--- config.mk ---
export PLATFORM = sky130hd
export DESIGN_NAME = gali_ctrl
export DESIGN_NICKNAME = d
export VERILOG_FILES = /design/src/hdl/gali_pkg.sv /design/src/hdl/gali_ctrl.sv
export SDC_FILE = /design/constraint.sdc
export NUM_CORES = 1
export LEC_CHECK = 0
export BUFFER_PORTS_ARGS = -buffer_cell sky130_fd_sc_hd__buf_2
export CAP_MARGIN = 20
export CORE_MARGIN = 5
export CORE_UTILIZATION = 25
export DETAILED_ROUTE_END_ITERATION = 8
export PLACE_DENSITY = 0.53
export SETUP_SLACK_MARGIN = 0.4
export SYNTH_ARGS = -nofsm -noshare
export SYNTH_HDL_FRONTEND = slang
export SYNTH_SLANG_ARGS = --single-unit
--- constraint.sdc ---
create_clock -name clk -period 1.47 [get_ports clk]
set_clock_uncertainty 0.05 [all_clocks]
set_input_delay 0.147 -clock clk [delete_from_list [all_inputs] [get_ports clk]]
set_output_delay 0.147 -clock clk [all_outputs]
set_load 0.005 [all_outputs]
--- src/hdl/gali_pkg.sv ---
// shared constants, types and control structs for the curve interpolator
`default_nettype none

package gali_pkg;

	// curve table size
	localparam int CURVE_POINTS = 16384;
	localparam int IDX_W        = $clog2(CURVE_POINTS);
	localparam int CNT_W        = $clog2(CURVE_POINTS + 1);

	// field widths
	localparam int POS_W      = 16;
	localparam int VAL_W      = 16;
	localparam int FRAC_W     = 8;
	localparam int RES_W      = VAL_W + FRAC_W;
	localparam int GAP_W      = 16;
	localparam int CFG_IDX_W  = 4;
	localparam int CFG_DATA_W = 16;

	// arithmetic widths
	localparam int SPAN2_W    = POS_W + 1;
	localparam int ACC_W      = VAL_W + POS_W;
	localparam int DIVIDEND_W = ACC_W + FRAC_W + 2;
	localparam int DIV_CNT_W  = $clog2(RES_W);

	localparam logic [GAP_W-1:0] MAX_GAP_RESET = '1;

	typedef enum logic [CFG_IDX_W-1:0] {
		REG_MAX_GAP   = 0,
		REG_HOLD_ENDS = 1
	} cfg_reg_t;

	typedef enum logic {
		KIND_LOAD  = 1'b0,
		KIND_QUERY = 1'b1
	} item_kind_t;

	typedef enum logic [3:0] {
		ST_IDLE,
		ST_CLASS,
		ST_BS,
		ST_BS_CMP,
		ST_L_RD,
		ST_L_CMP,
		ST_R_RD,
		ST_R_CMP,
		ST_GAP,
		ST_MUL1,
		ST_MUL2,
		ST_DIV_INIT,
		ST_DIV,
		ST_EMIT
	} ctrl_state_t;

	typedef enum logic [1:0] {
		RES_MISSING,
		RES_FIRST,
		RES_LAST,
		RES_QUOT
	} res_sel_t;

	typedef enum logic [1:0] {
		RD_MID,
		RD_LEFT,
		RD_RIGHT
	} rd_sel_t;

	typedef struct packed {
		logic    known;
		logic [POS_W-1:0] pos;
		logic [VAL_W-1:0] val;
	} curve_entry_t;

	// controller to datapath
	typedef struct packed {
		logic     load;
		logic     latch_q;
		logic     bs_init;
		logic     rd_en;
		rd_sel_t  rd_sel;
		logic     bs_step;
		logic     l_take;
		logic     l_dec;
		logic     r_take;
		logic     r_inc;
		logic     gap;
		logic     mul1;
		logic     mul2;
		logic     div_init;
		logic     div_step;
		logic     emit;
		res_sel_t res_sel;
	} dp_cmd_t;

	// datapath to controller
	typedef struct packed {
		logic cnt_zero;
		logic below_first;
		logic above_last;
		logic at_last;
		logic hold_ends;
		logic bs_done;
		logic rd_known;
		logic l_at_first;
		logic r_at_last;
		logic gap_ok;
		logic div_last;
		logic out_free;
	} dp_status_t;

endpackage

`default_nettype wire

--- src/hdl/gali_ctrl.sv ---
// controller state machine sequencing loads and queries
`default_nettype none

module gali_ctrl (
	input  wire logic                 clk,
	input  wire logic                 arst_n,
	input  wire logic                 in_valid,
	input  wire logic                 in_kind,
	output logic                      in_ready,
	output gali_pkg::dp_cmd_t         cmd,
	input  wire gali_pkg::dp_status_t status
);

	gali_pkg::ctrl_state_t state_q, state_d;
	gali_pkg::res_sel_t    res_sel_q, res_sel_d;

	always_ff @(posedge clk or negedge arst_n) begin
		if (!arst_n) begin
			state_q   <= gali_pkg::ST_IDLE;
			res_sel_q <= gali_pkg::RES_MISSING;
		end else begin
			state_q   <= state_d;
			res_sel_q <= res_sel_d;
		end
	end

	always_comb begin
		state_d     = state_q;
		res_sel_d   = res_sel_q;
		in_ready    = 1'b0;
		cmd         = '0;
		cmd.rd_sel  = gali_pkg::RD_MID;
		cmd.res_sel = res_sel_q;
		case (state_q)
			gali_pkg::ST_IDLE: begin
				in_ready = 1'b1;
				if (in_valid) begin
					if (in_kind == gali_pkg::KIND_QUERY) begin
						cmd.latch_q = 1'b1;
						state_d     = gali_pkg::ST_CLASS;
					end else begin
						cmd.load = 1'b1;
					end
				end
			end
			gali_pkg::ST_CLASS: begin
				if (status.cnt_zero) begin
					res_sel_d = gali_pkg::RES_MISSING;
					state_d   = gali_pkg::ST_EMIT;
				end else if (status.below_first) begin
					res_sel_d = status.hold_ends ? gali_pkg::RES_FIRST : gali_pkg::RES_MISSING;
					state_d   = gali_pkg::ST_EMIT;
				end else if (status.above_last) begin
					res_sel_d = (status.hold_ends || status.at_last) ?
						gali_pkg::RES_LAST : gali_pkg::RES_MISSING;
					state_d   = gali_pkg::ST_EMIT;
				end else begin
					cmd.bs_init = 1'b1;
					state_d     = gali_pkg::ST_BS;
				end
			end
			gali_pkg::ST_BS: begin
				if (status.bs_done) begin
					state_d = gali_pkg::ST_L_RD;
				end else begin
					cmd.rd_en  = 1'b1;
					cmd.rd_sel = gali_pkg::RD_MID;
					state_d    = gali_pkg::ST_BS_CMP;
				end
			end
			gali_pkg::ST_BS_CMP: begin
				cmd.bs_step = 1'b1;
				state_d     = gali_pkg::ST_BS;
			end
			gali_pkg::ST_L_RD: begin
				cmd.rd_en  = 1'b1;
				cmd.rd_sel = gali_pkg::RD_LEFT;
				state_d    = gali_pkg::ST_L_CMP;
			end
			gali_pkg::ST_L_CMP: begin
				if (status.rd_known || status.l_at_first) begin
					cmd.l_take = 1'b1;
					state_d    = gali_pkg::ST_R_RD;
				end else begin
					cmd.l_dec = 1'b1;
					state_d   = gali_pkg::ST_L_RD;
				end
			end
			gali_pkg::ST_R_RD: begin
				cmd.rd_en  = 1'b1;
				cmd.rd_sel = gali_pkg::RD_RIGHT;
				state_d    = gali_pkg::ST_R_CMP;
			end
			gali_pkg::ST_R_CMP: begin
				if (status.rd_known || status.r_at_last) begin
					cmd.r_take = 1'b1;
					state_d    = gali_pkg::ST_GAP;
				end else begin
					cmd.r_inc = 1'b1;
					state_d   = gali_pkg::ST_R_RD;
				end
			end
			gali_pkg::ST_GAP: begin
				cmd.gap = 1'b1;
				if (status.gap_ok) begin
					state_d = gali_pkg::ST_MUL1;
				end else begin
					res_sel_d = gali_pkg::RES_MISSING;
					state_d   = gali_pkg::ST_EMIT;
				end
			end
			gali_pkg::ST_MUL1: begin
				cmd.mul1 = 1'b1;
				state_d  = gali_pkg::ST_MUL2;
			end
			gali_pkg::ST_MUL2: begin
				cmd.mul2 = 1'b1;
				state_d  = gali_pkg::ST_DIV_INIT;
			end
			gali_pkg::ST_DIV_INIT: begin
				cmd.div_init = 1'b1;
				state_d      = gali_pkg::ST_DIV;
			end
			gali_pkg::ST_DIV: begin
				cmd.div_step = 1'b1;
				if (status.div_last) begin
					res_sel_d = gali_pkg::RES_QUOT;
					state_d   = gali_pkg::ST_EMIT;
				end
			end
			gali_pkg::ST_EMIT: begin
				if (status.out_free) begin
					cmd.emit = 1'b1;
					state_d  = gali_pkg::ST_IDLE;
				end
			end
			default: begin
				state_d = gali_pkg::ST_IDLE;
			end
		endcase
	end

endmodule

`default_nettype wire

**Yosys cells after proc, flatten, opt, wreduce, memory -nomap -nowiden**

Index checks and enable logic that the tools add are counted.

- Memories: 0
- Word-level logic and storage cells: 73
- Memory bits (read-only): 0
- Latch bits: 0
- Flip-flop bits (word level): 6
- Input bits: 16
- Output and inout bits: 20
- RAM bits: 0

- Mux-type cells: 45
- Bitwise gates (word level): 0
- Shift-type cells: 0
- $add $sub $neg: 0
- Equality and inequality tests: 19
- Divide/modulo/power cells: 0
- Multiply operators: 0
- $lt $le $gt $ge: 0
- Reductions and logical operators: 7

Operators with widths:

| kind | count |
|---|---|
| 4-bit one-hot mux with 14 select lines | 1 |
| 4-bit two-way mux | 8 |
| 4-bit equality test (second input constant) | 6 |
| 2-bit two-way mux | 11 |
| 1-bit two-way mux | 20 |
| 4-bit by 3-bit equality test with 1-bit output (second input constant) | 4 |
| 2-bit inequality test (second input constant) | 5 |
| 3-bit two-way mux | 3 |
| 3-bit one-hot mux with 3 select lines | 1 |
| 4-bit by 2-bit equality test with 1-bit output (second input constant) | 2 |
| 4-bit AND reduction | 2 |
| 2-bit one-hot mux with 3 select lines | 1 |
| 4-bit by 1-bit equality test with 1-bit output (second input constant) | 1 |
| 4-bit logical NOT | 1 |
| 4-bit inequality test (second input constant) | 1 |
| 1-bit logical OR | 3 |
| 3-bit nonzero test | 1 |

**Longest topological paths before layout**

Gate-level depths: netlist of the first run.

- Word-level depth: 6
- Mapped depth: 6
- Depth with buffers taken out: 4

**Worst setup path before layout of the first run**

OpenSTA, ideal clock, no wires.

- Kind: reg2reg
- Start: reg state_q[2]
- End: reg state_q[1]
- Setup slack: 0.036 ns
- Data required time: 1.281 ns
- Stages on the path, launching flop included: 6
- Library setup time: 0.139 ns
- Clock period less this slack: 1.434 ns
- Data arrival time: 1.246 ns
- Buffers on the path: 2
- Cells stage by stage: dfrtp_1 > buf_2 > nand2b_1 > buf_4 > nor4_1 > or4_1

- Longest elaborated chain between the ends: 3
- Elaborated cells between the ends (all ways): 20
- Classes of those cells: 17 x eq/ne; 1 x mux; 2 x reduce/logical

Ends and longest elaborated chain:

| item | RTL line | RTL |
|---|---|---|
| from (decl) | gali_ctrl.sv:14 | `gali_pkg::ctrl_state_t state_q, state_d;` |
| from (signal assigned) | gali_ctrl.sv:19 | `state_q <= gali_pkg::ST_IDLE;` |
| from (signal assigned) | gali_ctrl.sv:22 | `state_q <= state_d;` |
| 4-bit equality test / 4-bit logical NOT (equally long branches) | gali_ctrl.sv:34 | `case (state_q)` |
| 2-bit inequality test (no source line) | - |  |
| 4-bit AND reduction (no source line) | - |  |

Several ways; a longest one is shown, not always the timed one.
A chain may end at the register's enable or synchronous reset.

**Worst setup path after layout of the first run**

- Start: reg state_q[2]
- End: reg state_q[0]

The elaborated chain is that of the path after synthesis.

==> results.py, run 1 <==
metrics = {
    "cells_and_area": {
        "drive_gt1_share_pct": 71.2,
        "multi_input_area_um2": 649,
        "seq_area_um2": 155,
        "fin_util_pct": 54.8,
        "nets": 181,
        "fin_area_um2": 1470,
        "insertedDiodeCount": 0,
        "instances_no_fill": 194,
        "nFillCells": 252,
        "area_growth_pct": 116,
    },
    "timing": {
        "worstMarginPinSlew_ns": 0.466,
        "period_needed_ns": 1.66,
        "finalMaxSlewViolations": 0,
        "setup_tns_ns": -1.96,
        "setup_viol": 22,
        "final-hold-violation-count": 0,
        "fin_crit_sh_pct": 113,
        "relSlewSlack_pct": 68.1,
        "worst_slack_ns": -0.187,
        "rsz0062_at_grt": "true",
        "max_freq_ghz": 0.603,
    },
    "pwr": {
        "peakVddDrop_v": 0.00116,
        "fin_total_pwr_mw": 3.22,
        "cellPowerDensity_nw_per_um2": 2180,
        "p_leak_nw": 0.681,
    },
    "clock_tree": {
        "cts_htree_levels": 1,
        "clockRootBuffer": "clkbuf_4",
        "cts_tree": "yes",
        "cts-buffers-inserted": 3,
        "clk_latency_ns": 0.26,
        "path_clk_slew_ns": 0.05,
        "cts_max_path_buffers": 2,
        "cts_sinks": 6,
    },
    "synth": {
        "synth_flop_cell": "dfrtp_1",
        "synth_cells": 90,
        "synth_area_leaders": "dfrtp_1 22%, nor2_1 8.8%, nor3_1 4.4%",
        "synth-edff-count": 0,
        "yosysTopAreaCell": "dfrtp_1",
        "syn_nets": 106,
        "ys.warnings.count": 0,
        "ys_seq_elements": 6,
        "synth_top_area_share_pct": 22.0,
        "avgSynthCellArea_um2": 7.58,
        "ys_seq_area_share_pct": 22.0,
        "async_flop_share_pct": 100,
        "netlist_area_um2": 682,
        "synthDistinctLibCells": 38,
    },
    "grt": {
        "grt_antenna_before_repair": 0,
        "grt_pass1_wl_um": 4530,
        "grt_start_max_net_pins": 9,
        "gr-total-overflow": 0,
        "track_usage_pct": 14.1,
        "first_global_vias": 1009,
    },
    "placement": {
        "gp_congestion": 0.877,
        "dpl_cell_area_um2": 1080,
        "io_buffers": 35,
        "place_inst": 173,
        "post-dp-hpwl_um": 1880,
    },
    "drt": {
        "ant_nets": 0,
        "drc": 0,
        "wl_per_cell_um": 14.9,
        "routed_wl_um": 2890,
        "vias_per_cell": 5.13,
        "first_iter_violations": 19,
        "num_vias": 995,
        "drt-pass1-iter-count": 4,
    },
    "worst_setup_path": {
        "critPathLaunchType": "register",
        "critPathCaptureType": "register",
        "slowest_stage": "dfrtp_2",
        "crit_arrival_ns": 1.74,
        "cpPeakStageDelay_ns": 0.43,
        "worstPathCellList": "buf_6, buf_4, buf_2, o21ai_0, a221oi_1, o41ai_2",
        "required_ns": 1.56,
        "critical_path_class": "register to register",
        "path_max_fanout": 5,
    },
    "floorplanning": {
        "fp-row-count": 19,
        "die_w_um": 62.2,
        "initial_core_util_pct": 25.4,
        "ios": 36,
        "core_region_area_um2": 2690,
        "dieArea_um2": 3870,
        "die_h_um": 62.2,
    },
    "hold_path": {
        "hp-class": "primary input to asynchronous set/reset pin",
    },
    "run": {
        "cap_violations": 0,
    },
    "run_status": {
        "violations": "setup timing",
        "status": "finished with violations",
    },
}
==> layout by cell type, fill, tap and decap left out, types with 3 or more instances in the layout <==
| master | count |
|---|---|
| dfrtp_2 | 4 |
| nor2_1 | 9 |
| clkbuf_4 | 3 |
| buf_4 | 19 |
| nor3_2 | 3 |
| buf_6 | 21 |
| nand2_1 | 3 |
| buf_2 | 36 |
| o21ai_1 | 3 |
| nor2_4 | 5 |
==> cell type report <==
| class | count | share of cell area (%) |
|---|---|---|
| Tap cell | 31 | 2.63 |
| Clock buffer | 3 | 1.53 |
| Sequential cell | 6 | 10.5 |
| Timing Repair Buffer | 78 | 40.0 |
| Multi-Input combinational cell | 72 | 44.1 |
| Inverter | 4 | 1.19 |
==> synthesized netlist by cell type (all sizes together) (2+ instances only) <==
cell	instances
or3	3
dfrtp	6
o21ai	4
o22a	2
and2b	2
buf	8
nor3	7
a211oi	2
a2111oi	3
nand2	6
inv	4
nand2b	4
nor2	16
nor3b	2
a21oi	3
nor4	3
==> per-layer routing <==
layer | track usage [%] | share of wire (%)
met1 | 16.4 | 42
met2 | 22.5 | 49
met3 | 4.14 | 6.1
met4 | 8.67 | 3.0
met5 | 0 | 0
==> where the power goes <==
group | leakage (nW) | total, mW | switching [mW] | internal [mW]
clock | 0.0138 | 0.163 | 0.0702 | 0.0930
combinational | 0.602 | 2.70 | 1.23 | 1.47
sequential | 0.0648 | 0.354 | 0.0926 | 0.261
total | 0.681 | 3.22 | 1.39 | 1.83
==> stage by stage <==
stage | hold slack, ns | worst slack (ns)
finish | 0.197 | -0.187
global route | 0.213 | -0.248
CTS | 0.197 | -0.183
detailed placement | -0.0688 | -0.0831
global placement | -0.0693 | -0.129
floorplan | -0.199 | 0.0909
==> sequential cells by signal, indices dropped and copies added, names as in the netlist <==
name,flops
state_q,4
res_sel_q,2
==> worst max-delay path, delay by kind of cell, from the launching register on <==
family,cells,cell delay [ns]
compound gates,3,0.65
flops,1,0.43
buf+inv,3,0.40
==> kinds of logic (layout without fill, tap and decap cells) <==
group | Yosys count | in the layout | share of synthesized area [%]
AOI/OAI and AO/OA | 25 | 25 | 28.8
buffers and inverters | 12 | 85 | 11.0
and+or+nand+nor | 47 | 47 | 38.2
DFF | 6 | 6 | 22.0
==> what timing repair did <==
| action | in CTS | in global routing |
|---|---|---|
| setup buffers | 10 | 6 |
| endpoints found under the setup margin | 24 | 24 |
| hold buffers | 1 | 0 |
| pin swaps | 14 | 11 |
| gates resized for setup | 32 | 26 |
| gates cloned | 1 | 0 |
| endpoints found under the hold margin | 6 | 0 |
==> path summary, 6_finish.rpt <==
kind	from	end	slack (ns)	cells after the start
min in group clk	status[11]	res_sel_q[0]	0.21	3
setup / recovery	state_q[2]	state_q[0]	-0.19	6
hold reg to reg	res_sel_q[1]	res_sel_q[1]	0.46	1
setup reg to reg	state_q[2]	state_q[0]	-0.19	6
hold / removal	arst_n	res_sel_q[1]	0.20	2
max in group asynchronous	arst_n	state_q[0]	1.01	2
Note: power is estimated with default switching activity, not from simulation.
==> inputs of run 2 (changes only) <==
Settings changed: CTS_BUF_LIST set to sky130_fd_sc_hd__clkbuf_8, PLACE_DENSITY 0.53 to 0.52.
Clock period 1.47 ns to 1.6 ns, I/O delays scaled along.
==> run 2 against run 1 <==
The flow still finishes with violations (setup timing). Critical path depth is 2 lower. Clock power is 45% higher. Non-clock buffer count is 14 lower. Core utilization is 7.1 points lower. Sequential power is 1% higher. Design area is 13% lower. Flip-flop and latch count stayed put. Via count is 6.1% lower. Register-to-register slack better by 0.21 ns. Count of clock-buffer cells in the layout stayed put. Combinational power is 26% lower. First-iteration DRC count is 47% higher.
==> results.py, run 2 (same netlist as run 1, synthesis figures left out) <==
metrics = {
    "drt": {
        "drc": 0,
        "wl_per_cell_um": 15.7,
        "drt-pass1-iter-count": 4,
        "num_vias": 934,
        "routed_wl_um": 2830,
        "vias_per_cell": 5.19,
        "first_iter_violations": 28,
        "ant_nets": 0,
    },
    "grt": {
        "grt_antenna_before_repair": 0,
        "gr-total-overflow": 0,
        "first_global_vias": 942,
        "grt_start_max_net_pins": 10,
        "grt_pass1_wl_um": 4380,
        "track_usage_pct": 13.5,
    },
    "worst_setup_path": {
        "reg2reg_slack_ns": 0.02,
        "critPathLaunchType": "register",
        "worstPathCellList": "or2_4, nor3_4, and3_1, buf_2",
        "r2r-start": "state_q[0]",
        "slowest_stage": "dfrtp_2",
        "critical_path_class": "register to output pin",
        "path_max_fanout": 7,
        "r2r_cells": 5,
        "cpPeakStageDelay_ns": 0.45,
        "required_ns": 1.39,
        "crit_arrival_ns": 1.39,
        "startpoint": "state_q[0]",
        "critPathCaptureType": "output pin",
        "reg2reg_to": "state_q[1]",
    },
    "timing": {
        "worst_slack_ns": -0.00436,
        "finalMaxSlewViolations": 0,
        "relSlewSlack_pct": 72.8,
        "worstMarginPinSlew_ns": 0.407,
        "final-hold-violation-count": 0,
        "max_freq_ghz": 0.623,
        "fin_crit_sh_pct": 100,
        "period_needed_ns": 1.60,
        "setup_tns_ns": -0.00541,
        "whs_ns": 0.246,
        "setup_viol": 2,
        "rsz0062_at_grt": "true",
    },
    "clock_tree": {
        "clk_latency_ns": 0.23,
        "cts_max_path_buffers": 2,
        "path_clk_slew_ns": 0.04,
        "cts-buffers-inserted": 3,
        "cts_tree": "yes",
        "cts_htree_levels": 1,
        "clockRootBuffer": "clkbuf_8",
        "cts_sinks": 6,
    },
    "floorplanning": {
        "initial_core_util_pct": 25.4,
        "core_region_area_um2": 2690,
        "ios": 36,
        "die_w_um": 62.2,
        "fp-row-count": 19,
        "dieArea_um2": 3870,
        "die_h_um": 62.2,
    },
    "cells_and_area": {
        "area_growth_pct": 87.9,
        "nets": 167,
        "drive_gt1_share_pct": 66.4,
        "fin_area_um2": 1280,
        "top_regs": "state_q x4, res_sel_q x2",
        "final_cell_mix": "35 x buf_2, 22 x buf_4, 10 x nor2_1, 5 x nor2_2",
        "regMostFlops": "state_q",
        "insertedDiodeCount": 0,
        "final_common_cell": "buf_2",
        "largest_reg_flops": 4,
    },
    "pwr": {
        "peakVddDrop_v": 0.000893,
        "p_leak_nw": 0.588,
        "cellPowerDensity_nw_per_um2": 2020,
    },
    "placement": {
        "gp_congestion": 0.828,
        "post-dp-hpwl_um": 1780,
        "dpl_cell_area_um2": 950,
        "io_buffers": 35,
    },
    "run_status": {
        "status": "finished with violations",
        "violations": "setup timing",
    },
    "run": {
        "cap_violations": 0,
    },
    "hold_path": {
        "hp-class": "primary input to asynchronous set/reset pin",
    },
}
## run 2: changes by cell type in the layout (fill, tap and decap cells not counted), sizes merged
| cell | before | now |
|---|---|---|
| buf | 77 | 62 |
| clkbuf | 3 | 4 |
## run 2: how the worst max path moves through the flow
stage	end	slack, ns	cells after the start
after floorplan	res_sel_q[1]	0.22	5
after global placement	state_q[0]	-0.05	4
after detailed placement	state_q[0]	-0.07	4
after CTS	cmd[17]	0.002	4
after global routing	cmd[18]	-0.07	5
final	cmd[17]	-0.004	4
## run 2: per-stage QoR
stage          setup slack [ns]  power [mW]  util [%]  cells
6_report               -0.00436        2.58      47.7    180
5_1_grt                 -0.0731        2.76      47.7    180
4_1_cts                 0.00175        2.24      43.4    175
3_5_place_dp            -0.0701        1.62      35.4    158
3_3_place_gp            -0.0527        1.62      35.4    158
2_1_floorplan             0.221        1.28         -     90
## run 2: layout make-up
type	count	area, um^2
Clock buffer	3	41.3
Fill cell	258	1410
Inverter	4	15.0
Multi-Input combinational cell	72	591
Sequential cell	6	155
Tap cell	31	38.8
Timing Repair Buffer	64	440
## run 2: layer usage
metal	share of wire [%]	vias up	global-route usage, %
li1	-	453	-
met1	42	431	16.5
met2	49	41	21.6
met3	5.8	9	2.88
met4	3.2	0	7.86
met5	0	-	0
## run 2: worst max-delay path, delay by kind of cell (launching register included)
family	cells	cell delay (ns)
flops	1	0.45
buf+inv	1	0.10
simple gates	3	0.61
## run 2: where the power goes
part	leakage, nW	switching (mW)	total (mW)	internal (mW)
logic	0.502	0.949	1.99	1.04
registers	0.0648	0.118	0.358	0.241
clock network	0.0216	0.0744	0.237	0.162
## run 2: timing repair
action / CTS / global route
buffers inserted: 13 / 4
endpoints found under the setup margin: 24 / 24
gates resized for setup: 20 / 17
hold buffers: 1 / 0
gates cloned: 0 / 1
endpoints found under the hold margin: 6 / 0
pin swaps: 11 / 4
==> inputs of run 3 (changes only) <==
Settings changed: CAP_MARGIN 20 to 30, CORE_UTILIZATION 25 to 46, PLACE_DENSITY 0.52 to 0.84.
==> run 3 against run 2 <==
The flow still finishes with violations (setup timing). Sequential share of layout area up 0.35 points. Flip-flop and latch count stayed put. Design area fell by 3.6%. Clock power grew 6%. Fmax down 2.5%. Worst setup slack got worse by 0.041 ns. Via count up 11%. Non-clock buffer count down 6. Wire length increased by 28%. Count of clock-buffer cells in the layout stayed put. Critical path depth up 2. Global-route usage grew 11 points. Critical endpoint is now state_q[1]. Highest routed layer unchanged.
==> results.py, run 3 (same netlist as run 1, synthesis figures left out) <==
metrics = {
    "clock_tree": {
        "clk_latency_ns": 0.24,
        "cts_tree": "yes",
        "clockRootBuffer": "clkbuf_8",
        "cts_htree_levels": 1,
        "cts-buffers-inserted": 3,
        "path_clk_slew_ns": 0.04,
        "cts_sinks": 6,
        "cts_max_path_buffers": 2,
    },
    "cells_and_area": {
        "fin_area_um2": 1230,
        "insertedDiodeCount": 0,
        "top_regs": "state_q x4, res_sel_q x2",
        "final_cell_mix": "35 x buf_2, 16 x buf_4, 12 x nor2_1, 6 x buf_6",
        "area_growth_pct": 81.1,
        "largest_reg_flops": 4,
        "regMostFlops": "state_q",
        "drive_gt1_share_pct": 67.8,
        "nets": 161,
        "final_common_cell": "buf_2",
    },
    "worst_setup_path": {
        "critical_path_class": "register to register",
        "r2r_cells": 6,
        "r2r-start": "state_q[0]",
        "required_ns": 1.64,
        "reg2reg_to": "state_q[1]",
        "crit_arrival_ns": 1.69,
        "critPathCaptureType": "register",
        "path_max_fanout": 7,
        "critPathLaunchType": "register",
        "reg2reg_slack_ns": -0.05,
    },
    "timing": {
        "finalMaxSlewViolations": 0,
        "relSlewSlack_pct": 72.2,
        "fin_crit_sh_pct": 103,
        "final-hold-violation-count": 0,
        "setup_viol": 5,
        "rsz0062_at_grt": "true",
        "setup_tns_ns": -0.140,
        "period_needed_ns": 1.65,
        "max_freq_ghz": 0.608,
        "worstMarginPinSlew_ns": 0.407,
        "worst_slack_ns": -0.0454,
    },
    "floorplanning": {
        "initial_core_util_pct": 50.5,
        "core_region_area_um2": 1350,
        "die_h_um": 48.5,
        "dieArea_um2": 2350,
        "ios": 36,
        "die_w_um": 48.5,
        "fp-row-count": 13,
    },
    "drt": {
        "vias_per_cell": 6.58,
        "drt-pass1-iter-count": 4,
        "routed_wl_um": 3620,
        "num_vias": 1040,
        "ant_nets": 0,
        "first_iter_violations": 85,
        "wl_per_cell_um": 22.9,
        "drc": 0,
    },
    "grt": {
        "grt_start_max_net_pins": 15,
        "grt_pass1_wl_um": 4640,
        "gr-total-overflow": 0,
        "first_global_vias": 959,
        "track_usage_pct": 24.7,
        "grt_antenna_before_repair": 0,
    },
    "placement": {
        "dpl_cell_area_um2": 917,
        "gp_congestion": 0.930,
        "post-dp-hpwl_um": 1800,
        "io_buffers": 35,
    },
    "hold_path": {
        "hp-class": "primary input to register",
        "holdCritStartpoint": "status[0]",
        "hold_path_depth": 3,
        "holdPathEnd": "state_q[0]",
    },
    "run_status": {
        "violations": "setup timing",
        "status": "finished with violations",
    },
    "run": {
        "cap_violations": 0,
    },
    "pwr": {
        "p_leak_nw": 0.576,
        "cellPowerDensity_nw_per_um2": 2100,
        "peakVddDrop_v": 0.00165,
    },
}
-- run 3: repair_timing --
action / in CTS / in global routing
setup endpoints to repair: 24 / 24
endpoints found under the hold margin: 6 / 0
hold buffers: 1 / 0
gates resized for setup: 21 / 27
pin swaps: 4 / 7
buffers inserted: 8 / 4
-- run 3: area by class of cell --
class	instances	area, um^2
Sequential cell	6	154
Timing Repair Buffer	58	373
Tap cell	15	18.8
Fill cell	59	115
Clock buffer	3	41.3
Inverter	4	20.0
Multi-Input combinational cell	72	628
-- run 3: worst max-delay path by stage --
stage / from / to / slack (ns)
CTS: state_q[0] / cmd[17] / 0.008
global placement: state_q[0] / state_q[1] / 0.05
global route: state_q[0] / cmd[9] / -0.13
finish: state_q[0] / state_q[1] / -0.05
floorplan: state_q[3] / res_sel_q[1] / 0.22
detailed placement: state_q[0] / state_q[1] / 0.01
-- run 3: report_power, final --
group / internal [mW] / switching (mW)
Clock: 0.164 / 0.0871
Combinational: 0.915 / 1.08
Sequential: 0.238 / 0.111
Total: 1.32 / 1.27
-- run 3: worst max-delay path, cell delays in order, from the launching register on --
cell and delay [ns]:
dfrtp_2 0.45, buf_4 0.16, buf_6 0.11, nand2b_4 0.06, buf_4 0.11, nor4_4 0.03
or4_1 0.53
-- run 3: metal layers --
metal	vias to the layer above	track usage (%)	share of wire [%]
met3	32	7.34	9.9
met4	0	13.9	7.0
li1	441	-	-
met1	480	27.7	36
met5	-	0	0
met2	87	41.1	47
-- run 3: per-stage QoR --
step / total power, mW / util, % / worst slack, ns / instances / hold slack (ns)
3_3_place_gp: 1.53 / 67.9 / 0.0550 / 142 / -0.0572
5_1_grt: 2.70 / 91.5 / -0.132 / 158 / 0.274
4_1_cts: 2.09 / 80.6 / 0.00765 / 154 / 0.228
6_report: 2.59 / 91.5 / -0.0454 / 158 / 0.250
3_5_place_dp: 1.57 / 67.9 / 0.0122 / 142 / -0.0509
2_1_floorplan: 1.28 / - / 0.221 / 90 / -0.186
